## src/brpd_pkg.sv

```systemverilog
package brpd_pkg;

  // Default geometry
  localparam int DEF_PERIOD_WIDTH      = 10;
  localparam int DEF_PRESS_COUNT_WIDTH = 16;

  // Fixed register width
  localparam int RAMP_DIV_W = 8;

  // Configuration register indexes
  localparam int CFG_ADDR_W = 2;
  localparam logic [CFG_ADDR_W-1:0] CFG_PERIOD_TICKS       = 2'd0;
  localparam logic [CFG_ADDR_W-1:0] CFG_LONG_PRESS_PERIODS = 2'd1;
  localparam logic [CFG_ADDR_W-1:0] CFG_RAMP_DIVIDER       = 2'd2;

  // Reset values of the configuration registers
  localparam int RST_PERIOD_TICKS       = 200;
  localparam int RST_LONG_PRESS_PERIODS = 100;
  localparam int RST_RAMP_DIVIDER       = 2;

  // Reset duty in ticks
  localparam int RST_DUTY_TICKS = 1;

  typedef enum logic [1:0] {
    RAMP_IDLE = 2'd0,
    RAMP_UP   = 2'd1,
    RAMP_DOWN = 2'd2
  } ramp_mode_t;

endpackage

```

## src/brpd_cfg.sv

```systemverilog
module brpd_cfg import brpd_pkg::*; #(
  parameter int PERIOD_WIDTH      = DEF_PERIOD_WIDTH,
  parameter int PRESS_COUNT_WIDTH = DEF_PRESS_COUNT_WIDTH,
  parameter int CFG_DATA_W        = DEF_PRESS_COUNT_WIDTH
) (
  input  logic                         clk,
  input  logic                         rst,
  input  logic                         cfg_we,
  input  logic [CFG_ADDR_W-1:0]        cfg_addr,
  input  logic [CFG_DATA_W-1:0]        cfg_data,
  output logic [PERIOD_WIDTH-1:0]      period_ticks,
  output logic [PRESS_COUNT_WIDTH-1:0] long_press_periods,
  output logic [RAMP_DIV_W-1:0]        ramp_divider
);

  // Write one register per enabled cycle; unknown indexes are dropped
  always_ff @(posedge clk) begin
    if (rst) begin
      period_ticks       <= PERIOD_WIDTH'(RST_PERIOD_TICKS);
      long_press_periods <= PRESS_COUNT_WIDTH'(RST_LONG_PRESS_PERIODS);
      ramp_divider       <= RAMP_DIV_W'(RST_RAMP_DIVIDER);
    end else if (cfg_we) begin
      unique case (cfg_addr)
        CFG_PERIOD_TICKS:       period_ticks       <= cfg_data[PERIOD_WIDTH-1:0];
        CFG_LONG_PRESS_PERIODS: long_press_periods <= cfg_data[PRESS_COUNT_WIDTH-1:0];
        CFG_RAMP_DIVIDER:       ramp_divider       <= cfg_data[RAMP_DIV_W-1:0];
        default: ;
      endcase
    end
  end

endmodule

```

## src/brpd_core.sv

```systemverilog
module brpd_core import brpd_pkg::*; #(
  parameter int PERIOD_WIDTH      = DEF_PERIOD_WIDTH,
  parameter int PRESS_COUNT_WIDTH = DEF_PRESS_COUNT_WIDTH
) (
  input  logic                         clk,
  input  logic                         rst,
  input  logic                         in_accept,
  input  logic                         button,
  input  logic [PERIOD_WIDTH-1:0]      period_ticks,
  input  logic [PRESS_COUNT_WIDTH-1:0] long_press_periods,
  input  logic [RAMP_DIV_W-1:0]        ramp_divider,
  // led_on, brightness, ramp_mode from the lowest bit up
  output logic [PERIOD_WIDTH+2:0]      result
);

  logic [PERIOD_WIDTH-1:0]      tick_pos, tick_pos_next;
  logic [PERIOD_WIDTH-1:0]      duty, duty_next;
  logic [PRESS_COUNT_WIDTH-1:0] press, press_next;
  logic                         up, up_next;
  logic                         down, down_next;
  logic [RAMP_DIV_W-1:0]        ramp_count, ramp_count_next;
  logic [RAMP_DIV_W-1:0]        ramp_inc;
  logic [PERIOD_WIDTH:0]        pos_inc;
  logic                         period_end;
  logic                         led;
  ramp_mode_t                   mode;

  // Period timing, button handling and ramp stepping for one tick
  always_comb begin
    pos_inc         = {1'b0, tick_pos} + 1'b1;
    period_end      = pos_inc >= {1'b0, period_ticks};
    led             = tick_pos < duty;
    tick_pos_next   = period_end ? '0 : pos_inc[PERIOD_WIDTH-1:0];
    press_next      = press;
    up_next         = up;
    down_next       = down;
    ramp_count_next = ramp_count;
    duty_next       = duty;
    ramp_inc        = '0;
    if (period_end) begin
      // Count held periods, act on release
      if (button) begin
        if (press != '1) press_next = press + 1'b1;
      end else if (press != '0) begin
        if (up || down) begin
          up_next   = 1'b0;
          down_next = 1'b0;
        end else if (press > long_press_periods) begin
          down_next = 1'b1;
        end else begin
          up_next = 1'b1;
        end
        press_next = '0;
      end
      // Step the duty every ramp_divider periods; stop at the range ends
      if (up_next || down_next) begin
        ramp_inc        = ramp_count + 1'b1;
        ramp_count_next = ramp_inc;
        if (ramp_inc == ramp_divider) begin
          if (up_next) begin
            if (duty < period_ticks) duty_next = duty + 1'b1;
            else up_next = 1'b0;
          end else begin
            if (duty != '0) duty_next = duty - 1'b1;
            else down_next = 1'b0;
          end
          ramp_count_next = '0;
        end
      end
    end
  end

  // Encode the ramp mode after this tick
  always_comb begin
    priority if (up_next) mode = RAMP_UP;
    else if (down_next)   mode = RAMP_DOWN;
    else                  mode = RAMP_IDLE;
  end

  assign result = {mode, duty_next, led};

  // Advance state on each accepted item
  always_ff @(posedge clk) begin
    if (rst) begin
      tick_pos   <= '0;
      duty       <= PERIOD_WIDTH'(RST_DUTY_TICKS);
      press      <= '0;
      up         <= 1'b0;
      down       <= 1'b0;
      ramp_count <= '0;
    end else if (in_accept) begin
      tick_pos   <= tick_pos_next;
      duty       <= duty_next;
      press      <= press_next;
      up         <= up_next;
      down       <= down_next;
      ramp_count <= ramp_count_next;
    end
  end

`ifndef SYNTH
  a_one_direction: assert property (@(posedge clk) disable iff (rst) !(up && down))
    else $error("ramp up and ramp down both active");
  a_tick_advance: assert property (@(posedge clk) disable iff (rst)
    in_accept && !period_end |=> tick_pos == $past(tick_pos) + 1'b1)
    else $error("tick position did not advance");
  a_duty_hold: assert property (@(posedge clk) disable iff (rst)
    !(in_accept && period_end) |=> $stable(duty))
    else $error("duty changed outside a period end");
`endif

endmodule

```

## src/brpd_skid.sv

```systemverilog
module brpd_skid #(
  parameter int DATA_W = 13
) (
  input  logic              clk,
  input  logic              rst,
  input  logic              in_valid,
  output logic              in_ready,
  input  logic [DATA_W-1:0] in_data,
  output logic              out_valid,
  input  logic              out_ready,
  output logic [DATA_W-1:0] out_data
);

  logic              skid_valid;
  logic [DATA_W-1:0] skid_data;
  logic              accept;
  logic              out_free;

  assign in_ready = !skid_valid;
  assign accept   = in_valid && in_ready;
  assign out_free = !out_valid || out_ready;

  // Control: refill the output stage, park an item in the skid on stall
  always_ff @(posedge clk) begin
    if (rst) begin
      out_valid  <= 1'b0;
      skid_valid <= 1'b0;
    end else if (out_free) begin
      out_valid  <= skid_valid || accept;
      skid_valid <= 1'b0;
    end else if (accept) begin
      skid_valid <= 1'b1;
    end
  end

  // Payload
  always_ff @(posedge clk) begin
    if (out_free) begin
      out_data <= skid_valid ? skid_data : in_data;
    end else if (accept) begin
      skid_data <= in_data;
    end
  end

`ifndef SYNTH
  a_skid_behind_out: assert property (@(posedge clk) disable iff (rst)
    skid_valid |-> out_valid)
    else $error("skid holds an item while the output stage is empty");
  a_skid_drain: assert property (@(posedge clk) disable iff (rst)
    skid_valid && out_ready |=> out_valid && !skid_valid)
    else $error("skid item not moved to the output stage");
  a_stall_park: assert property (@(posedge clk) disable iff (rst)
    out_valid && !out_ready && accept |=> skid_valid && out_valid)
    else $error("item accepted on stall was not parked");
`endif

endmodule

```

## src/button_ramped_pwm_dimmer.sv

```systemverilog
// Single-button PWM LED dimmer.
// Input stream: one item per base tick of the PWM timebase; s_tdata[0] is the
// button level (1 pressed), looked at only on the last tick of each period.
// Output stream: one item per input item, in order: the LED level for that
// tick, the duty (brightness) after the tick and the ramp mode
// (0 idle, 1 ramping up, 2 ramping down).
// Configuration: cfg_we with cfg_addr 0 period_ticks, 1 long_press_periods,
// 2 ramp_divider; write only while no item is in flight.
// Throughput: one item per clock while s_tready is high. The tick counter, press
// counter and ramp logic update at the input, so a new item can follow at once.
// Output: the result is registered in the output stage, or in the skid on stall.
// Stall: an output register plus a one-entry skid stage keep results; with
// both full s_tready drops until the receiver takes an item. Nothing is lost.
// Reset (rst, synchronous): registers return to 200 / 100 / 2, duty to one
// tick, counters to zero, no ramp; no item is pending afterwards.
module button_ramped_pwm_dimmer import brpd_pkg::*; #(
  parameter int PERIOD_WIDTH      = DEF_PERIOD_WIDTH,
  parameter int PRESS_COUNT_WIDTH = DEF_PRESS_COUNT_WIDTH,
  localparam int RES_W      = PERIOD_WIDTH + 3,
  localparam int OUT_W      = ((RES_W + 7) / 8) * 8,
  localparam int CFG_DATA_W = (PERIOD_WIDTH > PRESS_COUNT_WIDTH) ?
                              PERIOD_WIDTH : PRESS_COUNT_WIDTH
) (
  input  logic                  clk,
  input  logic                  rst,
  input  logic                  s_tvalid,
  output logic                  s_tready,
  input  logic [7:0]            s_tdata,   // button
  output logic                  m_tvalid,
  input  logic                  m_tready,
  output logic [OUT_W-1:0]      m_tdata,   // led_on, brightness, ramp_mode
  input  logic                  cfg_we,
  input  logic [CFG_ADDR_W-1:0] cfg_addr,
  input  logic [CFG_DATA_W-1:0] cfg_data
);

  logic [PERIOD_WIDTH-1:0]      period_ticks;
  logic [PRESS_COUNT_WIDTH-1:0] long_press_periods;
  logic [RAMP_DIV_W-1:0]        ramp_divider;
  logic [RES_W-1:0]             result;
  logic [RES_W-1:0]             out_res;
  logic                         accept;

  assign accept = s_tvalid && s_tready;

  brpd_cfg #(
    .PERIOD_WIDTH      (PERIOD_WIDTH),
    .PRESS_COUNT_WIDTH (PRESS_COUNT_WIDTH),
    .CFG_DATA_W        (CFG_DATA_W)
  ) u_cfg (
    .clk                (clk),
    .rst                (rst),
    .cfg_we             (cfg_we),
    .cfg_addr           (cfg_addr),
    .cfg_data           (cfg_data),
    .period_ticks       (period_ticks),
    .long_press_periods (long_press_periods),
    .ramp_divider       (ramp_divider)
  );

  brpd_core #(
    .PERIOD_WIDTH      (PERIOD_WIDTH),
    .PRESS_COUNT_WIDTH (PRESS_COUNT_WIDTH)
  ) u_core (
    .clk                (clk),
    .rst                (rst),
    .in_accept          (accept),
    .button             (s_tdata[0]),
    .period_ticks       (period_ticks),
    .long_press_periods (long_press_periods),
    .ramp_divider       (ramp_divider),
    .result             (result)
  );

  brpd_skid #(
    .DATA_W (RES_W)
  ) u_skid (
    .clk       (clk),
    .rst       (rst),
    .in_valid  (s_tvalid),
    .in_ready  (s_tready),
    .in_data   (result),
    .out_valid (m_tvalid),
    .out_ready (m_tready),
    .out_data  (out_res)
  );

  // Pad the result to whole bytes
  assign m_tdata = OUT_W'(out_res);

endmodule

```

## config.mk

```make
export PLATFORM = sky130hd
export DESIGN_NAME = button_ramped_pwm_dimmer
export DESIGN_NICKNAME = d
export VERILOG_FILES = /design/src/brpd_pkg.sv /design/src/brpd_cfg.sv /design/src/brpd_core.sv /design/src/brpd_skid.sv /design/src/button_ramped_pwm_dimmer.sv
export SDC_FILE = /design/constraint.sdc
export NUM_CORES = 1
export LEC_CHECK = 0
export ABC_AREA = 1
export BUFFER_PORTS_ARGS = -buffer_cell sky130_fd_sc_hd__buf_2
export CAP_MARGIN = 40
export CORE_ASPECT_RATIO = 1.25
export CORE_MARGIN = 1.5
export CORE_UTILIZATION = 61
export DETAILED_ROUTE_END_ITERATION = 12
export GPL_TIMING_DRIVEN = 1
export PLACE_DENSITY = 0.81
export SYNTH_ARGS = -nofsm -noshare
export SYNTH_HDL_FRONTEND = slang
export SYNTH_SLANG_ARGS = --single-unit
```

## constraint.sdc

```tcl
create_clock -name clk -period 3.3 [get_ports clk]
set_clock_uncertainty 0.05 [all_clocks]
set_input_delay 0.165 -clock clk [delete_from_list [all_inputs] [get_ports clk]]
set_output_delay 0.165 -clock clk [all_outputs]
set_load 0.01 [all_outputs]
```

==> flow_metrics.env, run 1 <==
export IMPL_status="complete, no violations"
export IMPL_cts_root_buf="clkbuf_16"
export IMPL_antenna_found_initial=0
export IMPL_core_mm2=0.0102
export IMPL_grt_max_degree=40
export IMPL_area_growth_pct=10.1
export IMPL_ys_warn_count=0
export IMPL_initial_core_util_pct=63.3
export IMPL_comb_power_share_pct=11.2
export IMPL_use_met3_pct=3.17
export IMPL_yosysSeqAreaShare_pct=37.5
export IMPL_die_area_mm2=0.0112
export IMPL_cp_required_ns=3.36
export IMPL_finalSetupViolations=0
export IMPL_busiest_layer="met2"
export IMPL_diodes=0
export IMPL_worst_slew_pin_slew_ns=0.828
export IMPL_worstPathArrival_ns=3.09
export IMPL_min_period_ns=3.03
export IMPL_synth_edf_count=26
export IMPL_clock_sinks=108
export IMPL_first_pass_iters=5
export IMPL_syn_inst=866
export IMPL_power_total_w=0.00286
export IMPL_pwr_share_clk_pct=38.4
export IMPL_grt_pass1_wl_mm=26.1
export IMPL_hp_start="cfg_data[7]"
export IMPL_dp_hpwl_mm=12.4
export IMPL_final_nets=987
export IMPL_ys_ff_latch=108
export IMPL_switching_share_pct=25.9
export IMPL_rsz0062_at_grt="false"
export IMPL_max_freq_mhz=330
export IMPL_netlist_cell_type_count=50
export IMPL_cts_made_buffers=9
export IMPL_gr_total_overflow=0
export IMPL_critPathCaptureType="flip-flop"
export IMPL_drtIter0Drc=270
export IMPL_vias_per_cell=5.61
export IMPL_ys_flop_type="dfxtp_1"
export IMPL_p_switching_w=0.000741
export IMPL_grt_use_met2_pct=53.5
export IMPL_cts_hold_buffers=0
export IMPL_worstReg2RegStart="u_core.tick_pos[3]"
export IMPL_num_rows=41
export IMPL_die_w_um=95.1
export IMPL_cts_tree="built"
export IMPL_crit_fanout=6
export IMPL_ant_nets=0
export IMPL_grt_pass1_vias=5756
export IMPL_ys_async_sr_fraction_pct=0
export IMPL_power_per_cell_area_mw_per_mm2=402
export IMPL_path_class="reg2reg"
export IMPL_drv_cap=0
export IMPL_power_leakage_nw=3.33
export IMPL_dieHeight_um=118
export IMPL_clk_latency_ns=0.35
export IMPL_setup_worst_path_start_class="flip-flop"
export IMPL_path_clk_slew_ns=0.07
export IMPL_slew_violations=0
export IMPL_wirelength_mm=15.9
export IMPL_hold_violations=0
export IMPL_gp_congestion=0.933
export IMPL_final_common_cell="nand2_1"
export IMPL_internal_power_w=0.00212
export IMPL_timing_setup_tns_ns=0
export IMPL_grt_use_met1_pct=33.4
export IMPL_netlist_area_mm2=0.00646
export IMPL_io_buffers=38
export IMPL_drive_gt1_share_pct=13.1
export IMPL_worst_slew_margin_rel_pct=44.7
export IMPL_io_pins=49
export IMPL_clock_path_buffers=2
export IMPL_startpoint="u_core.tick_pos[3]"
export IMPL_syn_area_per_cell_um2=7.46
export IMPL_grtUsageTotal_pct=29.6
export IMPL_fin_crit_sh_pct=91.7
export IMPL_drc=0
export IMPL_fillers=873
export IMPL_pwr_share_seq_pct=50.4
export IMPL_cts_htree_levels=3
export IMPL_via_count=5835
export IMPL_hp_class="in2reg"
export IMPL_ir_drop_mv=0.344
export IMPL_wl_per_cell_um=15.3
export IMPL_mostFrequentLayoutCells="193 x nand2_1, 107 x inv_1, 81 x dfxtp_1, 79 x a21oi_1, 62 x nor2_1"
## layout make-up
type	count	area, um^2	share of cell area, %
clock buffer	13	282	3.95
sequential	108	2420	34.0
inverter	123	463	6.50
multi-input combinational	615	3490	49.1
tap	129	161	2.27
clock inverter	3	23.8	0.334
timing repair buffer	49	273	3.83
## cell families (layout without fill, tap and decap cells)
group	after synthesis	after routing	synth area share [%]
fa+ha+maj	50	50	9.68
compound gates	175	175	15.3
mux	1	1	0.155
flops	108	108	37.5
simple gates	369	369	26.2
xor+xnor	17	17	2.30
buf+inv	145	188	8.79
other cells	1	3	0.0580
## synthesized netlist by cell type, drive strengths merged, types with 16 or more instances
| master | instances | area share (%) |
|---|---|---|
| nand4 | 16 | 1.7 |
| o21ai | 63 | 5.1 |
| xor2 | 16 | 2.2 |
| edfxtp | 26 | 12 |
| ha | 50 | 9.7 |
| inv | 116 | 6.7 |
| nor2 | 75 | 5.7 |
| a21oi | 81 | 6.5 |
| nand2 | 206 | 13 |
| nand3 | 46 | 3.8 |
| nor3 | 21 | 1.7 |
| dfxtp | 82 | 25 |
## sequential cells by signal (all words and copies together) (netlist names)
register and cells:
u_core.duty 10, u_cfg.ramp_divider 8, u_core.down 1, u_skid.skid_valid 1, u_skid.out_valid 1, u_skid.skid_data 13, u_core.up 1, u_core.tick_pos 10
u_cfg.period_ticks 10, u_cfg.long_press_periods 16, u_skid.out_data 13, u_core.press 16, u_core.ramp_count 8
## final timing paths
check                                              endpoint  slack, ns  cells after the start
worst min-delay path                  u_cfg.period_ticks[7]       0.04                      3
worst max-delay path                     u_skid.out_data[6]       0.27                     17
worst min register to register  u_cfg.long_press_periods[7]       0.42                      2
worst max register to register           u_skid.out_data[6]       0.27                     17
## routing by layer
metal / vias up / wire length [um]
met3: 37 / 534
li1: 2933 / -
met1: 2710 / 6360
met2: 155 / 8470
met5: - / 0
met4: 0 / 546
## worst max-delay path: stages (launching register included)
cell and delay, ns:
dfxtp_1 0.41, inv_1 0.12, nor3_2 0.24, nand4_1 0.15, nor2_1 0.12, nand2_1 0.10
xnor2_2 0.19, ha_1 0.27, a21oi_1 0.18, nand2_2 0.09, a21oi_4 0.25, nor2_2 0.09
nand3_1 0.16, nor2_2 0.06, nand2_1 0.08, nand2_1 0.09, nand2_1 0.08, nand2_1 0.06
## power by group through the flow
stage / clock (W) / combinational, W / sequential (W)
floorplan: 0 / 0.000206 / 0.00147
global route: 0.00116 / 0.000364 / 0.00145
global placement: 0 / 0.000301 / 0.00147
finish: 0.00110 / 0.000322 / 0.00144
detailed placement: 0 / 0.000318 / 0.00147
CTS: 0.00111 / 0.000320 / 0.00144
## metrics by stage
stage / cell area (um^2) / worst slack, ns / instances / hold slack (ns) / utilization (%)
global placement: 6800 / 0.216 / 1024 / 0.388 / 66.6
CTS: 7100 / 0.0224 / 1040 / 0.0336 / 69.6
floorplan: 6470 / 0.534 / 868 / 0.245 / -
global route: 7120 / 0.00483 / 1040 / 0.0504 / 69.7
finish: 7120 / 0.273 / 1040 / 0.0416 / 69.7
detailed placement: 6800 / 0.0583 / 1024 / 0.398 / 66.6
## repair_timing
item                                    in CTS  in global routing
resized for setup                            0                  5
setup buffers                                0                  0
endpoints found under the setup margin       0                 36
Power figures use the tool's default switching activity.
==> inputs of run 2 (changes only) <==
- CORE_UTILIZATION: 61 -> 65
- PLACE_DENSITY: 0.81 -> 0.85
- clock period: 3.3 -> 3.6 ns (I/O delays scaled with it)
==> flow_metrics.env, run 2 (synthesis results as in run 1) <==
export IMPL_diodes=0
export IMPL_wl_per_cell_um=15.0
export IMPL_grt_pass1_vias=5601
export IMPL_rr_worst_depth=16
export IMPL_max_freq_mhz=303
export IMPL_final_common_cell="nand2_1"
export IMPL_die_w_um=92.2
export IMPL_mostFrequentLayoutCells="193 x nand2_1, 108 x inv_1, 82 x dfxtp_1, 79 x a21oi_1, 62 x nor2_1"
export IMPL_fillers=769
export IMPL_crit_fanout=8
export IMPL_post_cts_buffers=0
export IMPL_hp_class="in2reg"
export IMPL_cts_tree="built"
export IMPL_area_growth_pct=9.20
export IMPL_drc=0
export IMPL_cts_hold_buffers=0
export IMPL_worst_slew_pin_slew_ns=0.883
export IMPL_dp_hpwl_mm=11.9
export IMPL_antenna_found_initial=0
export IMPL_grtUsageTotal_pct=31.1
export IMPL_drive_gt1_share_pct=12.0
export IMPL_status="complete, no violations"
export IMPL_cts_htree_levels=3
export IMPL_worst_hold_slack_ns=0.0450
export IMPL_worstReg2RegStart="u_core.tick_pos[0]"
export IMPL_path_class="reg2reg"
export IMPL_place_inst=1015
export IMPL_hold_violations=0
export IMPL_vias_per_cell=5.66
export IMPL_num_rows=40
export IMPL_dieHeight_um=114
export IMPL_timing_setup_tns_ns=0
export IMPL_startpoint="u_core.tick_pos[0]"
export IMPL_grt_max_degree=43
export IMPL_io_pins=49
export IMPL_core_mm2=0.00966
export IMPL_power_leakage_nw=3.29
export IMPL_wirelength_mm=15.5
export IMPL_top_regs="u_cfg.long_press_periods: 16 flops, u_core.press: 16 flops"
export IMPL_worstReg2RegEnd="u_skid.out_data[11]"
export IMPL_via_count=5840
export IMPL_first_pass_iters=5
export IMPL_drv_cap=0
export IMPL_clk_latency_ns=0.36
export IMPL_fin_crit_sh_pct=91.8
export IMPL_initial_core_util_pct=66.9
export IMPL_hold_end="u_cfg.long_press_periods[6]"
export IMPL_ir_drop_mv=0.274
export IMPL_die_area_mm2=0.0106
export IMPL_cts_root_buf="clkbuf_16"
export IMPL_grt_pass1_wl_mm=25.8
export IMPL_hold_depth=3
export IMPL_clock_path_buffers=2
export IMPL_final_nets=981
export IMPL_worstPathArrival_ns=3.33
export IMPL_drtIter0Drc=245
export IMPL_cts_resized=0
export IMPL_cts_made_buffers=9
export IMPL_worst_slew_margin_rel_pct=41.0
export IMPL_setup_worst_path_start_class="flip-flop"
export IMPL_cp_required_ns=3.63
export IMPL_rsz0062_at_grt="false"
export IMPL_slew_violations=0
export IMPL_critPathCaptureType="flip-flop"
export IMPL_io_buffers=38
export IMPL_finalSetupViolations=0
export IMPL_rrSetupSlack_ns=0.30
export IMPL_power_per_cell_area_mw_per_mm2=370
export IMPL_gp_congestion=0.956
export IMPL_instances_no_fill=1031
export IMPL_hp_start="cfg_data[6]"
export IMPL_path_clk_slew_ns=0.07
export IMPL_min_period_ns=3.30
export IMPL_power_total_w=0.00261
export IMPL_clock_sinks=108
export IMPL_gr_total_overflow=0
export IMPL_ant_nets=0
==> run 2: stage by stage <==
step / setup WS, ns / utilization (%) / instance area [um^2]
finish: 0.295 / 73.1 / 7060
global route: 0.00269 / 73.1 / 7060
CTS: 0.305 / 73.1 / 7060
detailed placement: 0.308 / 69.9 / 6750
global placement: 0.415 / 69.9 / 6750
floorplan: 0.834 / - / 6470
==> run 2: worst max path at each step <==
stage	cells past startpoint	end	slack [ns]
final	16	u_skid.out_data[11]	0.30
after global routing	16	u_skid.out_data[11]	0.003
after CTS	16	u_skid.out_data[11]	0.31
after detailed placement	16	u_skid.out_data[11]	0.31
after global placement	16	u_skid.out_data[11]	0.42
after floorplan	20	u_skid.out_data[7]	0.83
==> run 2: critical path, stage by stage (launching register included) <==
cell     delay (ns)
dfxtp_1        0.48
ha_1           0.25
nand2_2        0.08
nor2_4         0.13
nand4_2        0.11
nand2_1        0.09
inv_1          0.06
ha_1           0.29
a21oi_1        0.16
o21a_1         0.14
nand2_1        0.05
nand2_1        0.06
nand2_1        0.08
a21oi_4        0.25
inv_1          0.18
o21ai_0        0.41
o21ai_0        0.14
==> run 2: final cells by class <==
| cell class | count | area (um^2) | area share [%] |
|---|---|---|---|
| sequential | 108 | 2420 | 34.3 |
| multi-input combinational | 615 | 3480 | 49.3 |
| inverter | 123 | 463 | 6.56 |
| clock buffer | 13 | 282 | 3.99 |
| clock inverter | 3 | 25.0 | 0.355 |
| timing repair buffer | 43 | 228 | 3.23 |
| tap | 126 | 158 | 2.23 |
==> run 2: per-layer routing <==
layer / GRT usage [%] / routed length (um) / vias to the layer above / part of all wire (%)
met5: 0 / 0 / - / 0
met3: 4.52 / 707 / 48 / 4.6
met2: 57.0 / 8010 / 199 / 52
met1: 34.6 / 6110 / 2663 / 39
met4: 16.2 / 652 / 0 / 4.2
li1: - / - / 2930 / -
==> run 2: power breakdown <==
group	internal, W	switching [W]	leakage (nW)
logic	0.0000974	0.000191	2.21
registers	0.00129	0.0000317	0.929
clock network	0.000554	0.000449	0.148
total	0.00194	0.000671	3.29
==> inputs of run 3 (changes only) <==
- ABC_AREA: 1 -> unset
- CTS_CLUSTER_SIZE: unset -> 10
- SETUP_SLACK_MARGIN: unset -> 0.4
==> flow_metrics.env, run 3 <==
export IMPL_grt_max_degree=59
export IMPL_synth_top_cells_by_area="dfxtp_1 25%, edfxtp_1 12%, ha_1 9.6%"
export IMPL_slew_violations=0
export IMPL_status="complete, no violations"
export IMPL_cts_hold_buffers=0
export IMPL_top_regs="u_cfg.long_press_periods: 16 flops, u_core.press: 16 flops"
export IMPL_via_count=5925
export IMPL_hp_class="in2reg"
export IMPL_cts_tree="built"
export IMPL_drc=0
export IMPL_crit_buf_inv=2
export IMPL_synth_top_cell_area_share_pct=25.2
export IMPL_drive_gt1_share_pct=17.4
export IMPL_grt_pass1_vias=5690
export IMPL_pwr_share_seq_pct=52.5
export IMPL_hold_violations=0
export IMPL_area_growth_pct=14.0
export IMPL_power_per_cell_area_mw_per_mm2=328
export IMPL_gr_total_overflow=0
export IMPL_ir_drop_mv=0.239
export IMPL_antenna_found_initial=0
export IMPL_internal_power_w=0.00186
export IMPL_cts_root_buf="clkbuf_16"
export IMPL_yosysSeqAreaShare_pct=37.2
export IMPL_clock_path_buffers=2
export IMPL_worst_slew_margin_rel_pct=54.4
export IMPL_vias_per_cell=6.26
export IMPL_setup_worst_path_start_class="flip-flop"
export IMPL_netlist_area_mm2=0.00651
export IMPL_crit_fanout=6
export IMPL_p_switching_w=0.000575
export IMPL_cp_slowest_cell="dfxtp_4"
export IMPL_rsz0062_at_grt="false"
export IMPL_synth_edf_count=26
export IMPL_pwr_share_clk_pct=40.0
export IMPL_ys_async_sr_fraction_pct=0
export IMPL_fin_crit_sh_pct=85.8
export IMPL_syn_area_per_cell_um2=8.48
export IMPL_worst_slew_pin_slew_ns=0.681
export IMPL_path_cells="nand3_4 > nor2_4 > and3_4 > nand3_2 > xnor2_2 > ha_1 > nor2b_2 > a311oi_2 > o21ai_2 > nand4_1 > buf_6 > clkbuf_2 > or3_4 > a31oi_1"
export IMPL_core_mm2=0.00966
export IMPL_synth_common_cells="100 x nand2_1, 82 x dfxtp_1, 66 x a21oi_1, 64 x nor2_1, 50 x ha_1"
export IMPL_dieHeight_um=115
export IMPL_min_period_ns=3.09
export IMPL_cp_required_ns=3.75
export IMPL_clock_sinks=108
export IMPL_clk_latency_ns=0.35
export IMPL_synth_most_common_cell="nand2_1"
export IMPL_ys_warn_count=0
export IMPL_die_area_mm2=0.0106
export IMPL_grtUsageTotal_pct=32.2
export IMPL_wirelength_mm=17.0
export IMPL_diodes=0
export IMPL_drv_cap=0
export IMPL_timing_setup_tns_ns=0
export IMPL_cp_top_family="simple AND/OR/NAND/NOR gates"
export IMPL_worst_hold_slack_ns=0.0204
export IMPL_rrSetupSlack_ns=0.51
export IMPL_power_total_w=0.00244
export IMPL_wl_per_cell_um=18.0
export IMPL_cts_made_buffers=9
export IMPL_critPathCaptureType="flip-flop"
export IMPL_io_buffers=38
export IMPL_crit_path_max_incr_delay_ns=0.40
export IMPL_finalSetupViolations=0
export IMPL_syn_inst=768
export IMPL_grt_pass1_wl_mm=26.8
export IMPL_comb_power_share_pct=7.5
export IMPL_cts_htree_levels=3
export IMPL_ant_nets=0
export IMPL_final_nets=896
export IMPL_synth_area_leader_cell="dfxtp_1"
export IMPL_path_clk_slew_ns=0.07
export IMPL_io_pins=49
export IMPL_netlist_cell_type_count=71
export IMPL_worstPathArrival_ns=3.24
export IMPL_path_class="reg2reg"
export IMPL_switching_share_pct=23.6
export IMPL_first_pass_iters=5
export IMPL_ys_flop_type="dfxtp_1"
export IMPL_drtIter0Drc=435
export IMPL_final_common_cell="nand2_1"
export IMPL_power_leakage_nw=2.87
export IMPL_gp_congestion=0.952
export IMPL_max_freq_mhz=324
export IMPL_ys_ff_latch=108
export IMPL_dp_hpwl_mm=12.0
export IMPL_initial_core_util_pct=67.4
export IMPL_num_rows=40
export IMPL_mostFrequentLayoutCells="100 x nand2_1, 75 x dfxtp_1, 64 x a21oi_1, 59 x nor2_1, 49 x ha_1"
export IMPL_die_w_um=92.5
## run 3: changes by cell type after synthesis, moves of 10 or more
cell	delta
a21oi_1	-13
inv_1	-63
mux2i_1	+13
nand2_1	-93
nand2_2	-10
nand2b_1	+11
nand3_1	-18
o21ai_0	-18
or3_1	+17
xnor2_1	+21
## run 3: cell families after synthesis
logic type / Yosys count / share of synthesized area [%]
fa+ha+maj: 50 / 9.60
compound gates: 169 / 16.5
flops: 108 / 37.2
simple gates: 310 / 24.4
mux: 18 / 2.84
xor+xnor: 33 / 4.44
buf+inv: 79 / 4.97
other cells: 1 / 0.0576
## run 3: power groups by stage
| stage | Combinational, W | Clock, W | Sequential [W] |
|---|---|---|---|
| 2_1_floorplan | 0.000104 | 0 | 0.00131 |
| 3_3_place_gp | 0.000162 | 0 | 0.00131 |
| 3_5_place_dp | 0.000171 | 0 | 0.00131 |
| 4_1_cts | 0.000173 | 0.000980 | 0.00128 |
| 5_1_grt | 0.000200 | 0.00103 | 0.00128 |
| 6_report | 0.000183 | 0.000975 | 0.00128 |
## run 3: worst reg2reg max path, stage by stage (launching register included)
cell and delay [ns]:
dfxtp_4 0.40, nand3_4 0.09, nor2_4 0.13, and3_4 0.22
nand3_2 0.10, xnor2_2 0.16, ha_1 0.30, nor2b_2 0.16
a311oi_2 0.06, o21ai_2 0.13, nand4_1 0.23, buf_6 0.21
clkbuf_2 0.14, or3_4 0.38, a31oi_1 0.17
## run 3: stage by stage
step	area, um^2	utilization [%]	cells	setup WS (ns)
4_1_cts	7250	75.1	940	0.412
3_3_place_gp	6860	71.0	919	0.220
6_report	7430	76.9	946	0.513
3_5_place_dp	6880	71.2	921	0.147
5_1_grt	7430	76.9	946	0.383
2_1_floorplan	6520	-	770	0.493
## run 3: cell type report
class                           instances  area [um^2]
Sequential cell                       108         2440
Tap cell                              126          158
Fill cell                             668         2230
Inverter                               47          176
Timing Repair Buffer                   66          422
Clock buffer                           13          272
Clock inverter                          3         18.8
Multi-Input combinational cell        583         3940
## run 3: final timing paths
path                                             from                           end  depth (start not counted)
worst max-delay path               u_core.tick_pos[0]            u_skid.out_data[7]                         14
worst min-delay path                     cfg_data[13]  u_cfg.long_press_periods[13]                          3
worst max register to register     u_core.tick_pos[0]            u_skid.out_data[7]                         14
worst min register to register  u_cfg.period_ticks[4]         u_cfg.period_ticks[4]                          2
## run 3: metal layers
layer | global-route usage [%] | vias to the layer above | routed length [um]
met5 | 0 | - | 0
met3 | 5.16 | 58 | 993
met1 | 35.7 | 2785 | 6560
li1 | - | 2828 | -
met2 | 58.3 | 254 | 8660
met4 | 18.1 | 0 | 827
## run 3: what timing repair did
item	4_1_cts	5_1_grt
pin swaps	5	17
buffers inserted	3	6
setup endpoints to repair	45	48
resized for setup	17	32
